`src/hw/rtl/raycast_wall_slice_core_macros.svh`:
```
// ----------------------------------------------------------------------------
// Assertion macros for the raycast wall slice core
// Checks are compiled in simulation and drop out under synthesis.
// ----------------------------------------------------------------------------
`ifndef RAYCAST_WALL_SLICE_CORE_MACROS_SVH
`define RAYCAST_WALL_SLICE_CORE_MACROS_SVH

`ifndef SYNTHESIS
// same-cycle implication, clocked on clk_i, off during reset
`define RWSC_ASSERT(lbl, ante, cons) \
  lbl: assert property (@(posedge clk_i) disable iff (!rst_ni) (ante) |-> (cons)) \
    else $error("rwsc check failed");
// next-cycle implication
`define RWSC_ASSERT_NEXT(lbl, ante, cons) \
  lbl: assert property (@(posedge clk_i) disable iff (!rst_ni) (ante) |=> (cons)) \
    else $error("rwsc check failed");
`else
`define RWSC_ASSERT(lbl, ante, cons)
`define RWSC_ASSERT_NEXT(lbl, ante, cons)
`endif

`endif

```
`src/hw/rtl/rwsc_div_pipe.sv`:
```
// ----------------------------------------------------------------------------
// rwsc_div_pipe
// Unsigned restoring divider, one quotient bit per register stage.
// ----------------------------------------------------------------------------
`default_nettype none

module rwsc_div_pipe #(
  parameter int unsigned NUM_W = 41,
  parameter int unsigned DEN_W = 19,
  parameter int unsigned PAY_W = 1
) (
  input  wire logic             clk_i,
  input  wire logic             rst_ni,
  input  wire logic             en_i,
  input  wire logic             valid_i,
  input  wire logic [NUM_W-1:0] num_i,
  input  wire logic [DEN_W-1:0] den_i,
  input  wire logic [PAY_W-1:0] pay_i,
  output logic                  valid_o,
  output logic [NUM_W-1:0]      quo_o,
  output logic [PAY_W-1:0]      pay_o
);

  logic             valid_q [NUM_W];
  logic [DEN_W-1:0] rem_q   [NUM_W];
  logic [NUM_W-1:0] dq_q    [NUM_W];
  logic [DEN_W-1:0] den_q   [NUM_W];
  logic [PAY_W-1:0] pay_q   [NUM_W];

  for (genvar k = 0; k < NUM_W; k++) begin : g_stage
    logic             src_valid;
    logic [DEN_W-1:0] src_rem;
    logic [NUM_W-1:0] src_dq;
    logic [DEN_W-1:0] src_den;
    logic [PAY_W-1:0] src_pay;
    logic [DEN_W:0]   trial;
    logic [DEN_W:0]   diff;
    logic             ge;

    if (k == 0) begin : g_first
      assign src_valid = valid_i;
      assign src_rem   = '0;
      assign src_dq    = num_i;
      assign src_den   = den_i;
      assign src_pay   = pay_i;
    end else begin : g_next
      assign src_valid = valid_q[k-1];
      assign src_rem   = rem_q[k-1];
      assign src_dq    = dq_q[k-1];
      assign src_den   = den_q[k-1];
      assign src_pay   = pay_q[k-1];
    end

    // shift in the next dividend bit, subtract if it fits
    assign trial = {src_rem, src_dq[NUM_W-1]};
    assign diff  = trial - {1'b0, src_den};
    assign ge    = (trial >= {1'b0, src_den});

    always_ff @(posedge clk_i or negedge rst_ni) begin
      if (!rst_ni) begin
        valid_q[k] <= 1'b0;
      end else if (en_i) begin
        valid_q[k] <= src_valid;
      end
    end

    always_ff @(posedge clk_i) begin
      if (en_i) begin
        rem_q[k] <= ge ? diff[DEN_W-1:0] : trial[DEN_W-1:0];
        dq_q[k]  <= {src_dq[NUM_W-2:0], ge};
        den_q[k] <= src_den;
        pay_q[k] <= src_pay;
      end
    end
  end

  assign valid_o = valid_q[NUM_W-1];
  assign quo_o   = dq_q[NUM_W-1];
  assign pay_o   = pay_q[NUM_W-1];

endmodule

`default_nettype wire

```
`config.mk`:
```
export PLATFORM = sky130hd
export DESIGN_NAME = rwsc_div_pipe
export DESIGN_NICKNAME = d
export VERILOG_FILES = /design/src/hw/rtl/raycast_wall_slice_core_macros.svh /design/src/hw/rtl/rwsc_div_pipe.sv
export SDC_FILE = /design/constraint.sdc
export NUM_CORES = 2
export LEC_CHECK = 0
export ABC_AREA = 0
export BUFFER_PORTS_ARGS = -buffer_cell sky130_fd_sc_hd__buf_2
export CORE_ASPECT_RATIO = 1.2
export CORE_MARGIN = 2
export CORE_UTILIZATION = 30
export CTS_CLUSTER_SIZE = 8
export DETAILED_ROUTE_END_ITERATION = 8
export HOLD_SLACK_MARGIN = 0.12
export PLACE_DENSITY = 0.55
export SLEW_MARGIN = 40
export SYNTH_ARGS = -nofsm -noshare
export SYNTH_HDL_FRONTEND = slang
export SYNTH_SLANG_ARGS = --single-unit
export TNS_END_PERCENT = 10
```
`constraint.sdc`:
```
create_clock -name clk_i -period 4.5 [get_ports clk_i]
set_clock_uncertainty 0.2 [all_clocks]
set_input_delay 0.225 -clock clk_i [delete_from_list [all_inputs] [get_ports clk_i]]
set_output_delay 0.225 -clock clk_i [all_outputs]
set_load 0.05 [all_outputs]
```
# == Word-level counts from Yosys, hierarchy flattened ==
# Memory sizes are Yosys's and may differ from the RTL's.
# Index checks and enable logic that the tools add are counted.
# op_classes
mux,43
n_lt_le_gt_ge,41
n_addsub,41
# ops
operator,n
$ge A20 B19 Y1,40
$mux W19,41
$sub A19 B19 Y19,40
$ge A1 B19 Y1,1
$sub A1 B19 Y19,1
$mux W1,2
# word_totals
ff_bits,41
out_inout_bits,43
n_memories,4
in_bits,65
mem_bits_rw,3280
wordCells,170
# mem_list
memory,words,word_bits,read_ports,rd_clocked_by_memory_dff,write_ports,line_no,text
dq_q,41,41,41,0,41,rwsc_div_pipe.sv:26,logic [NUM_W-1:0] dq_q [NUM_W];
den_q,41,19,40,0,41,rwsc_div_pipe.sv:27,logic [DEN_W-1:0] den_q [NUM_W];
rem_q,41,19,40,0,41,rwsc_div_pipe.sv:25,logic [DEN_W-1:0] rem_q [NUM_W];
pay_q,41,1,41,0,41,rwsc_div_pipe.sv:28,logic [PAY_W-1:0] pay_q [NUM_W];

# == Longest topological paths before layout ==
# An unclocked memory read counts as a cell.
# logic_depth
ltp_word,3
depth_mapped,14

# == Worst setup path after synthesis ==
# OpenSTA, ideal clock, no wires.
# synth_timing
path_type,reg2reg
from,mem den_q[24][0] (netlist: den_q[1][152])
to,"mem rem_q[25][9] (netlist: rem_q[1][180]), data pin"
t_required_ns,4.040
arrival_ns,2.946
path_stages_with_launch,13
slack_ns,1.094
cell_sequence,edfxtp_1 > ha_1 > fa_1 > and2b_1 > o2111a_1 > nor3_1 > o31ai_2 > nand2_1 > nor2b_1 > o31a_2 > inv_2 > buf_4 > mux2_2
# synth_rtl
element,line_no
from (decl),rwsc_div_pipe.sv:27
to (decl),rwsc_div_pipe.sv:25

==> flow_summary.toml <==
[synth]
syn_area_um2 = 145000
syn-instance-count = 10200
synth_top_family_by_area = "compound AO/OA/AOI/OAI gates"
ys.flop_type = "edfxtp_1"
synth_compound_area_share_pct = 9.00
yosys.area_share.simple_pct = 6.39
synth_area_leaders = "edfxtp_1 (67%), ha_1 (6.6%), mux2_2 (2.9%), inv_1 (2.5%), xnor2_1 (2.1%)"
ys_ff_latch = 3283
avgSynthCellArea_um2 = 14.2
yosys.area.top_type = "edfxtp_1"
yosysSeqAreaShare_pct = 67.6
synth-xor-area-share_pct = 3.26
synth_top_area_share_pct = 66.9
syn_nets = 11100
ys_warn_count = 0
synth_edf_count = 3242
ys_types = 86
synth_mux_area_share_pct = 3.46
synthArstFlopShare_pct = 1.25
synth-adder-area-share_pct = 7.09

[global_routing]
grt_pass1_wl_um = 438000
antenna_found_initial = 3
grt_pass1_vias = 82000
grt_max_degree = 158
grt-ovfl-total = 0
grt_use_total_pct = 11.1

[sta]
min_period_ns = 3.96
maxSlewViolCount = 0
worst_slew_pin_slew_ns = 0.909
rsz0062_at_grt = "false"
hold_viol_final = 0
totalNegativeSetupSlack_ns = 0
setup_ws_ns = 0.542
setup_violations = 0
period_share_pct = 87.9
relSlewSlack_pct = 38.6
timing.fmax_ghz = 0.253

[clocking]
clk_pin_slew_ns = 0.05
clkLatencyLatePin_ns = 1.04
cts_tree = "done"
postCtsSetupRepairBufs = 0
cts_sinks = 3283
clock-root-buffer = "clkbuf_16"
cts-buffers-inserted = 453
clockBufferDepth = 4
cts_resized = 0
htreeDepth = 5
hold_buffers = 145

[placed_design]
place_ws_ns = 0.521
gp_congestion = 0.866
hpwl_um = 191000
placement.cell_area_um2 = 155000
port_buffers = 107
dp.cells = 16800

[drt]
viasPerCell = 4.58
wl_um = 278000
dr.first_iter.drc_count = 4705
ant_nets = 0
vias = 80000
drt_pass1_iterations = 5
drc = 0
wl_per_cell_um = 15.9

[worst_hold_path]
hp-class = "reg -> reg"

[setup_path]
required_ns = 4.98
cp_slowest_cell = "a211oi_1"
critical-path-max-stage-delay_ns = 0.52
endpoint_kind = "flop"
start_kind = "flop"
crit_type = "reg -> reg"
cp_data_arrival_time_ns = 4.44
cp_common_cell = "o21ai_0"
path_cells = "ha_1 -> fa_1 -> nor2b_1 -> o21ai_0 -> a21oi_1 -> o21ai_0 -> a211oi_1 -> o21ai_0 -> a31oi_2 -> buf_4 -> mux2_2"
crit_fanout = 20

[floorplan]
die_height_um = 767
rows = 280
coreArea_um2 = 484000
die_x_um = 640
io_pins = 108
dieArea_um2 = 490000
start_util_pct = 30.1

[finish]
final_common_cell = "edfxtp_1"
drive_gt1_share_pct = 11.2
nNetsFinal = 11800
syn2layout_area_growth_pct = 15.9
stdcell_count = 17500
fin_area_um2 = 169000
layout_common_cells = "edfxtp_1 (3,242), inv_1 (987), ha_1 (762)"

[run]
maxCapViolCount = 0

[power]
power.leakage_nw = 63.8
max-vdd-ir-drop_uv = 411
powerDensity_nw_per_um2 = 671

[outcome]
status = "completed"
final timing paths:
check	to	startpoint	depth (start not counted)	slack, ns
worst max-delay path	rem_q[2][93]	den_q[2][57]	11	0.54
worst min-delay path	dq_q[2][142]	dq_q[2][100]	0	0.14
worst max register to register	rem_q[2][93]	den_q[2][57]	11	0.54
worst min register to register	dq_q[2][142]	dq_q[2][100]	0	0.14
max in group asynchronous	g_stage[27].src_valid	rst_ni	5	3.21
min in group asynchronous	valid_o	rst_ni	5	0.69
cell usage after synthesis, types with 79 or more instances:
master,number
ha_1,762
mux2_2,376
o21bai_1,82
xnor2_1,341
o21a_1,131
edfxtp_1,3242
nand2b_1,91
nor2_1,461
inv_1,988
o21ai_0,514
clkbuf_1,79
a21o_1,212
nand4_1,87
a21oi_1,531
nor3_1,141
nand3_1,117
xor2_1,201
nor2b_1,112
nand2_1,640
logic make-up after synthesis:
logic type	count (synthesis)
buffers and inverters	1162
XOR/XNOR	542
multiplexers	447
AO/OA/AOI/OAI	2050
AND/OR/NAND/NOR	1952
flip-flops	3283
adder cells (fa/ha/maj)	801
layout make-up:
class / count / area (µm²)
Fill cell: 46500 / 315000
Sequential cell: 3283 / 98400
Multi-Input combinational cell: 5792 / 42600
Clock buffer: 481 / 11500
Tap cell: 6486 / 8120
Inverter: 990 / 3720
Timing Repair Buffer: 398 / 3540
Clock inverter: 33 / 649
Antenna cell: 1 / 2.50
flip-flops by register name, summed over array words and instances, names as in the netlist:
name,flops
rem_q,760
den_q,760
dq_q,1681
pay_q,41
g_stage.src_valid,40
valid_o,1
per-stage QoR:
stage	power, mW	hold slack [ns]	util, %
after global routing	121	0.127	34.8
after global placement	82.9	0.193	32.0
after CTS	115	0.122	34.8
after floorplan	73.2	-0.271	-
after detailed placement	83.3	0.0359	32.0
final	113	0.140	34.8
report_power, final:
group	switching (mW)	internal (mW)	leakage, nW
registers	2.92	41.7	32.2
logic	20.8	17.5	25.6
clock network	12.3	17.9	5.94
total	36.0	77.1	63.8
worst max-delay path, delay by kind of cell (launching register included):
kind                     cells  cell delay [ns]
AO/OA/AOI/OAI                6             1.61
adder cells (fa/ha/maj)      2             0.64
buffers and inverters        1             0.31
flip-flops                   1             0.39
multiplexers                 1             0.38
AND/OR/NAND/NOR              1             0.12
layer usage:
layer | part of all wire [%] | global-route usage, %
met1 | 40 | 12.3
met2 | 52 | 20.4
met3 | 3.8 | 1.95
met4 | 4.5 | 5.01
met5 | 0 | 0
Power figures use the tool's default switching activity.
