**src/hw/rtl/raycast_wall_slice_core_macros.svh**
```systemverilog
// ----------------------------------------------------------------------------
// Assertion macros for the raycast wall slice core
// Checks are compiled in simulation and drop out under synthesis.
// ----------------------------------------------------------------------------
`ifndef RAYCAST_WALL_SLICE_CORE_MACROS_SVH
`define RAYCAST_WALL_SLICE_CORE_MACROS_SVH

`ifndef SYNTHESIS
// same-cycle implication, clocked on clk_i, off during reset
`define RWSC_ASSERT(lbl, ante, cons) \
  lbl: assert property (@(posedge clk_i) disable iff (!rst_ni) (ante) |-> (cons)) \
    else $error("rwsc check failed");
// next-cycle implication
`define RWSC_ASSERT_NEXT(lbl, ante, cons) \
  lbl: assert property (@(posedge clk_i) disable iff (!rst_ni) (ante) |=> (cons)) \
    else $error("rwsc check failed");
`else
`define RWSC_ASSERT(lbl, ante, cons)
`define RWSC_ASSERT_NEXT(lbl, ante, cons)
`endif

`endif

```
**src/hw/rtl/rwsc_pkg.sv**
```systemverilog
// ----------------------------------------------------------------------------
// rwsc_pkg
// Constants and payload types shared by the wall slice pipeline.
// ----------------------------------------------------------------------------
`default_nettype none

package rwsc_pkg;

  localparam int unsigned FRAC_BITS     = 16;
  localparam int unsigned SCREEN_HEIGHT = 480;
  localparam int unsigned HALF_SCREEN   = SCREEN_HEIGHT / 2;

  localparam int unsigned POS_W  = 24;
  localparam int unsigned CELL_W = 8;
  localparam int unsigned DIR_W  = 19;
  localparam int unsigned DIST_W = 24;
  localparam int unsigned HGT_W  = 16;
  localparam int unsigned ROW_W  = 9;
  localparam int unsigned TEX_W  = 10;
  localparam int unsigned TW_W   = 11;

  // numerator is cell*2^F - pos + 2^F, magnitude up to 2^24
  localparam int unsigned NUM_W   = POS_W + 2;
  localparam int unsigned MAG_W   = NUM_W - 1;
  localparam int unsigned DIVA_NW = MAG_W + FRAC_BITS;
  localparam int unsigned DIVA_DW = DIR_W;
  localparam int unsigned HNUM_W  = 25;
  localparam int unsigned FRAC2_W = 2 * FRAC_BITS;

  localparam logic [TW_W-1:0]   TEX_MAX    = TW_W'(1024);
  localparam logic [HGT_W-1:0]  HEIGHT_MAX = '1;
  localparam logic [DIST_W-1:0] DIST_MAX   = '1;
  localparam logic [HNUM_W-1:0] HEIGHT_NUM = HNUM_W'(SCREEN_HEIGHT << FRAC_BITS);

  // rides along the distance divider
  typedef struct packed {
    logic                    degen;
    logic [FRAC_BITS-1:0]    pos_lo;
    logic signed [DIR_W-1:0] dir;
    logic                    mirror;
  } rwsc_ray_t;

  // distance and flag, carried through the texel stages
  typedef struct packed {
    logic [DIST_W-1:0] wall_dist;
    logic              degen;
  } rwsc_slice_t;

  // rides along the height divider
  typedef struct packed {
    rwsc_slice_t      slice;
    logic [TEX_W-1:0] texel;
  } rwsc_col_t;

endpackage

`default_nettype wire

```
**src/hw/rtl/rwsc_texel.sv**
```systemverilog
// ----------------------------------------------------------------------------
// rwsc_texel
// Four-stage texture column unit: hit point, fraction scale, mirroring.
// ----------------------------------------------------------------------------
`default_nettype none

module rwsc_texel
  import rwsc_pkg::*;
(
  input  wire logic                    clk_i,
  input  wire logic                    rst_ni,
  input  wire logic                    en_i,
  input  wire logic                    valid_i,
  input  wire rwsc_slice_t             slice_i,
  input  wire logic [FRAC_BITS-1:0]    pos_lo_i,
  input  wire logic signed [DIR_W-1:0] dir_i,
  input  wire logic                    mirror_i,
  input  wire logic [TW_W-1:0]         width_i,
  output logic                         valid_o,
  output rwsc_slice_t                  slice_o,
  output logic [TEX_W-1:0]             texel_o
);

  localparam int unsigned PROD_W = DIST_W + 1 + DIR_W;
  localparam int unsigned SCL_W  = FRAC2_W + TW_W;

  logic [3:0]  valid_q;
  rwsc_slice_t slice_q [4];
  logic        mirror_q [3];
  logic [FRAC_BITS-1:0] pos_q;

  logic signed [PROD_W-1:0] prod;
  logic [FRAC2_W-1:0] prod_q;
  logic [FRAC2_W-1:0] frac_q;
  logic [SCL_W-1:0]   scaled;
  logic [TEX_W-1:0]   tex_q;
  logic [TW_W-1:0]    mir;
  logic [TEX_W-1:0]   texel_q;

  // distance times direction, low bits only matter
  assign prod   = $signed({1'b0, slice_i.wall_dist}) * dir_i;
  // fraction times width, integer part is the column
  assign scaled = SCL_W'(frac_q) * SCL_W'(width_i);
  assign mir    = width_i - TW_W'(tex_q) - TW_W'(1);

  always_ff @(posedge clk_i or negedge rst_ni) begin
    if (!rst_ni) begin
      valid_q <= '0;
    end else if (en_i) begin
      valid_q <= {valid_q[2:0], valid_i};
    end
  end

  always_ff @(posedge clk_i) begin
    if (en_i) begin
      // product stage
      prod_q      <= prod[FRAC2_W-1:0];
      pos_q       <= pos_lo_i;
      slice_q[0]  <= slice_i;
      mirror_q[0] <= mirror_i;
      // hit point fraction
      frac_q      <= {pos_q, {FRAC_BITS{1'b0}}} + prod_q;
      slice_q[1]  <= slice_q[0];
      mirror_q[1] <= mirror_q[0];
      // scale by width
      tex_q       <= scaled[FRAC2_W +: TEX_W];
      slice_q[2]  <= slice_q[1];
      mirror_q[2] <= mirror_q[1];
      // mirror, zero on degenerate or zero width
      if (slice_q[2].degen || (width_i == '0)) begin
        texel_q <= '0;
      end else if (mirror_q[2]) begin
        texel_q <= mir[TEX_W-1:0];
      end else begin
        texel_q <= tex_q;
      end
      slice_q[3] <= slice_q[2];
    end
  end

  assign valid_o = valid_q[3];
  assign slice_o = slice_q[3];
  assign texel_o = texel_q;

endmodule

`default_nettype wire

```
**config.mk**
```make
export PLATFORM = sky130hd
export DESIGN_NAME = rwsc_texel
export DESIGN_NICKNAME = d
export VERILOG_FILES = /design/src/hw/rtl/raycast_wall_slice_core_macros.svh /design/src/hw/rtl/rwsc_pkg.sv /design/src/hw/rtl/rwsc_texel.sv
export SDC_FILE = /design/constraint.sdc
export NUM_CORES = 2
export LEC_CHECK = 0
export ABC_AREA = 0
export BUFFER_PORTS_ARGS = -buffer_cell sky130_fd_sc_hd__buf_2
export CORE_UTILIZATION = 30
export CTS_CLUSTER_DIAMETER = 30
export CTS_CLUSTER_SIZE = 8
export DETAILED_ROUTE_END_ITERATION = 16
export GPL_TIMING_DRIVEN = 0
export PLACE_DENSITY_LB_ADDON = 0.12
export SLEW_MARGIN = 10
export SYNTH_ARGS = -nofsm -noshare
export SYNTH_HDL_FRONTEND = slang
export SYNTH_SLANG_ARGS = --single-unit
```
**constraint.sdc**
```tcl
create_clock -name clk_i -period 10.55 [get_ports clk_i]
set_clock_uncertainty 0.05 [all_clocks]
set_input_delay 0.5275 -clock clk_i [delete_from_list [all_inputs] [get_ports clk_i]]
set_output_delay 0.5275 -clock clk_i [all_outputs]
set_load 0.005 [all_outputs]
```
Yosys cells after proc, flatten, opt, wreduce, memory -nomap -nowiden
Memory sizes are Yosys's and may differ from the RTL's.
Index checks and enable logic that the tools add are counted.
{"block": "totals", "mem_bits_rw": 103, "regBits": 104, "out_inout_bits": 36, "input_bits": 76, "word_cells": 18, "memories": 2}
{"block": "op_classes", "reduce_logical": 2, "muxes": 3, "add_sub_neg": 3, "mul": 2}
{"memory": "slice_q", "words": 4, "width": 25, "read_ports": 4, "rd_ports_with_merged_regs": 0, "write_ports": 4, "line_no": "rwsc_texel.sv:28", "source": "rwsc_slice_t slice_q [4];"}
{"memory": "mirror_q", "words": 3, "width": 1, "read_ports": 3, "rd_ports_with_merged_regs": 0, "write_ports": 3, "line_no": "rwsc_texel.sv:29", "source": "logic mirror_q [3];"}
{"operator": "$mul A32 B11 Y42", "count": 1}
{"operator": "$add A32 B32 Y32", "count": 1}
{"operator": "$mul A25 B19 Y32", "count": 1}
{"operator": "$logic_not A11 Y1", "count": 1}
{"operator": "$mux W10", "count": 1}
{"operator": "$sub A10 B1 Y10 const B", "count": 1}
{"operator": "$sub A10 B10 Y10", "count": 1}
{"operator": "$mux W1", "count": 2}
{"operator": "$logic_or A1 B1 Y1", "count": 1}

Depth between registers and ports, before layout
{"block": "depth", "word_depth": 3, "depth_mapped": 25}

Worst setup path after synthesis
Ideal clock, no wire load.
{"block": "synth_timing", "path_kind": "in2reg", "startpoint": "input slice_i[9] in the netlist's numbering", "endpoint": "register prod_q[25] (data pin)", "required_time_ns": 10.242, "cell_stages": 22, "n_path_buf": 1, "setup_time_ns": 0.258, "setup_slack_ns": 3.987, "arrival_time_ns": 6.255, "path_cell_list": "clkbuf_1 -> and2_1 -> fa_1 -> fa_1 -> inv_1 -> fa_1 -> inv_1 -> fa_1 -> inv_1 -> fa_1 -> inv_1 -> fa_1 -> ha_1 -> ha_1 -> a211o_1 -> or3_1 -> a31oi_2 -> o21ai_1 -> a2111oi_2 -> o31ai_1 -> a21oi_1 -> xnor2_1"}
{"block": "synth_between", "elab_chain_cells": 1}
{"element": "start: declaration", "line_no": "rwsc_texel.sv:14", "source": "input wire rwsc_slice_t slice_i,"}
{"element": "$mul A25 B19 Y32", "line_no": "rwsc_texel.sv:41", "source": "assign prod = $signed({1'b0, slice_i.wall_dist}) * dir_i;"}
{"element": "net prod[25]", "line_no": "rwsc_texel.sv:32", "source": "logic signed [PROD_W-1:0] prod;"}
{"element": "end signal: assignment", "line_no": "rwsc_texel.sv:57", "source": "prod_q <= prod[FRAC2_W-1:0];"}
{"element": "end: declaration", "line_no": "rwsc_texel.sv:33", "source": "logic [FRAC2_W-1:0] prod_q;"}
The timed path passes the listed nets, and every way through them passes these cells.
A chain may end at the register's enable or synchronous reset.

Worst setup path after layout
{"block": "layout_timing", "startpoint": "input slice_i[10] in the netlist's numbering", "endpoint": "register prod_q[30] (data pin)"}
Same word-level chain as after synthesis.

==> results.py <==
metrics = {
    "yosys": {
        "synth.distinct_cells": 70,
        "synth-seq-cells": 207,
        "synth_top_area_cell": "fa_1",
        "synth_edf_count": 203,
        "synth_area_per_cell_um2": 10.37,
        "ys.flop_type": "edfxtp_1",
        "syn_inst": 2852,
        "synth_area_leaders": "fa_1 40%, edfxtp_1 21%, ha_1 8.8%",
        "seq_area_frac_synth_pct": 20.94,
        "synth.net_count": 3726,
        "synthArstFlopShare_pct": 1.932,
        "syn-cell-area_um2": 29580,
        "synth_top_area_share_pct": 39.99,
        "ys_warn_count": 0,
    },
    "timing": {
        "relSlewSlack_pct": 34.86,
        "worstMarginPinSlew_ps": 977.1,
        "fin_crit_ps": 7437,
        "clock.fmax_mhz": 134.5,
        "whs_ps": 60.71,
        "setup_viol": 0,
        "final.setup.tns_ps": 0,
        "hold_viol": 0,
        "timing.final.crit_share_pct": 70.49,
        "rsz0062_at_grt": "false",
        "slew_viol_final": 0,
    },
    "setup_path": {
        "startpoint_type": "input pin",
        "worstPathCellList": "buf_2 -> clkbuf_1 -> clkbuf_1 -> and2_1 -> fa_1 -> inv_1 -> fa_1 -> fa_1 -> inv_1 -> fa_1 -> fa_1 -> fa_1 -> ha_1 -> ha_1 -> nand4_1 -> nor2_1 -> o31ai_1 -> nor3_1 -> o31ai_1 -> o311a_1 -> nor3_1 -> xor2_1",
        "critPathSlowestCell": "clkbuf_1",
        "cp-end-kind": "flop",
        "cp_max_fo": 10,
        "r2r_start": "frac_q[25]",
        "critPathMaxStageDelay_ps": 680,
        "critical_path_arrival_ps": 7710,
        "crit_top_cell": "fa_1",
        "worstPathRequired_ps": 10830,
        "crit_path_start": "slice_i[10]",
        "path_class": "in2reg",
    },
    "global_routing": {
        "grt_pass1_wl_mm": 134.9,
        "grt_pass1_vias": 22470,
        "grt_use_total_pct": 18.00,
        "grt_max_degree": 113,
        "overflow": 0,
        "antenna_found_initial": 3,
    },
    "detailed_routing": {
        "wl_per_cell_um": 19.99,
        "drc": 0,
        "routed_wl_mm": 86.76,
        "postRouteAntennaNets": 0,
        "first_iter_violations": 1012,
        "drtPass1Iterations": 5,
        "num_vias": 20140,
        "viasPerCell": 4.639,
    },
    "hold_path": {
        "min_path_type": "in2reg",
        "min_from": "pos_lo_i[11]",
    },
    "clock_network": {
        "cts_tree": "yes",
        "cts_buffers": 54,
        "cts.sinks": 207,
        "clock-root-buffer": "clkbuf_16",
        "clockBufferDepth": 3,
        "cts_max_level": 2,
        "worstSkewPairLatency_ps": 590,
        "clk_pin_slew_ps": 40,
    },
    "floorplan": {
        "dieWidth_um": 316.0,
        "design.core.area_um2": 97140,
        "die_h_um": 316.0,
        "initial_utilization_pct": 30.45,
        "die_area_um2": 99870,
        "fp-row-count": 114,
        "io_pins": 112,
    },
    "cells_and_area": {
        "final_cell_mix": "591 x fa_1, 580 x inv_1, 443 x nand2_1",
        "areaGrowthSynthToFinish_pct": 13.82,
        "layout-drive-gt1-share_pct": 6.982,
        "fin_util_pct": 34.66,
        "antenna_cells": 0,
        "fillers": 9918,
        "layout_commonest_cell": "fa_1",
        "final_net_count": 3894,
    },
    "run_status": {
        "outcome": "complete, no violations",
    },
    "run": {
        "drv_cap": 0,
    },
    "placement": {
        "place_hpwl_mm": 71.12,
        "numPortBuffers": 110,
        "gp_congestion": 0.8666,
    },
}
cells by family (layout without fill, tap and decap cells):
logic type	Yosys count	count (layout)	synth area share, %
AOI/OAI and AO/OA	167	167	3.997
xor gates and xnor gates	77	77	2.280
adders and majority gates	798	798	48.75
buffers and inverters	706	919	8.958
DFF	207	207	20.94
muxes	12	12	0.4230
and+or+nand+nor	885	885	14.65
cells in the mapped netlist (7+ instances only):
| master | n |
|---|---|
| fa_1 | 591 |
| inv_1 | 580 |
| nand2_1 | 443 |
| and2_1 | 314 |
| ha_1 | 207 |
| edfxtp_1 | 203 |
| clkbuf_1 | 124 |
| xnor2_1 | 57 |
| a21oi_1 | 47 |
| nor2_1 | 39 |
| a21o_1 | 24 |
| o21ai_0 | 20 |
| xor2_1 | 20 |
| nor3_1 | 16 |
| nor2b_1 | 14 |
| o21a_1 | 12 |
| nand3_1 | 11 |
| nand2b_1 | 10 |
| o21bai_1 | 9 |
| mux2i_1 | 8 |
| a211oi_1 | 7 |
| nand4_1 | 7 |
worst max-delay path: cells and delay by family:
kind / cells / cell delay, ps
fa+ha+maj: 8 / 3450
buf+inv: 5 / 1460
simple gates: 5 / 1360
compound gates: 3 / 780
xor+xnor: 1 / 110
stage by stage:
stage	cell area [µm²]	cells	worst slack, ps
2_1_floorplan	29580	2852	3987
3_3_place_gp	31730	4238	2554
3_5_place_dp	31770	4239	2536
4_1_cts	33670	4341	3160
5_1_grt	33670	4341	2846
6_report	33670	4341	3113
path summary, 6_finish.rpt:
check / depth (start not counted) / slack [ps] / end
hold / removal: 1 / 60 / pos_q[11]
setup / recovery: 22 / 3110 / prod_q[30]
setup reg to reg: 18 / 4060 / tex_q[9]
min in group asynchronous: 2 / 230 / valid_q[1]
max in group asynchronous: 2 / 10090 / valid_q[3]
hold reg to reg: 0 / 330 / frac_q[10]
flip-flops by register name, summed over array words and instances (netlist names):
signal,cells
frac_q,32
valid_q,4
prod_q,32
texel_o,10
slice_q,100
tex_q,10
mirror_q,3
pos_q,16
area by class of cell:
| cell class | instances | area (µm²) | area share, % |
|---|---|---|---|
| repair buffers | 112 | 598.1 | 1.776 |
| flip-flops and latches | 207 | 6196 | 18.40 |
| clock buffers | 63 | 1385 | 4.114 |
| plain buffers | 126 | 473.0 | 1.405 |
| well taps | 1276 | 1597 | 4.742 |
| clock inverters | 38 | 509.2 | 1.512 |
| multi-input cells | 1939 | 20740 | 61.58 |
| inverters | 580 | 2177 | 6.466 |
layer usage:
metal  part of all wire (%)  up-vias  track usage (%)
li1                       -     9009                -
met1                     43    10510            23.71
met2                     50      489            31.10
met3                    3.9      130            1.890
met4                    2.9        2            5.424
met5                  0.015        -                0
timing repair:
action | in CTS | in global routing
resized for setup | 0 | 0
endpoints found under the hold margin | 4 | 0
hold buffers | 1 | 0
buffers inserted | 0 | 0
Power is not shown: default switching activity piles up to over one toggle a cycle in this logic, so the estimate is an artifact.
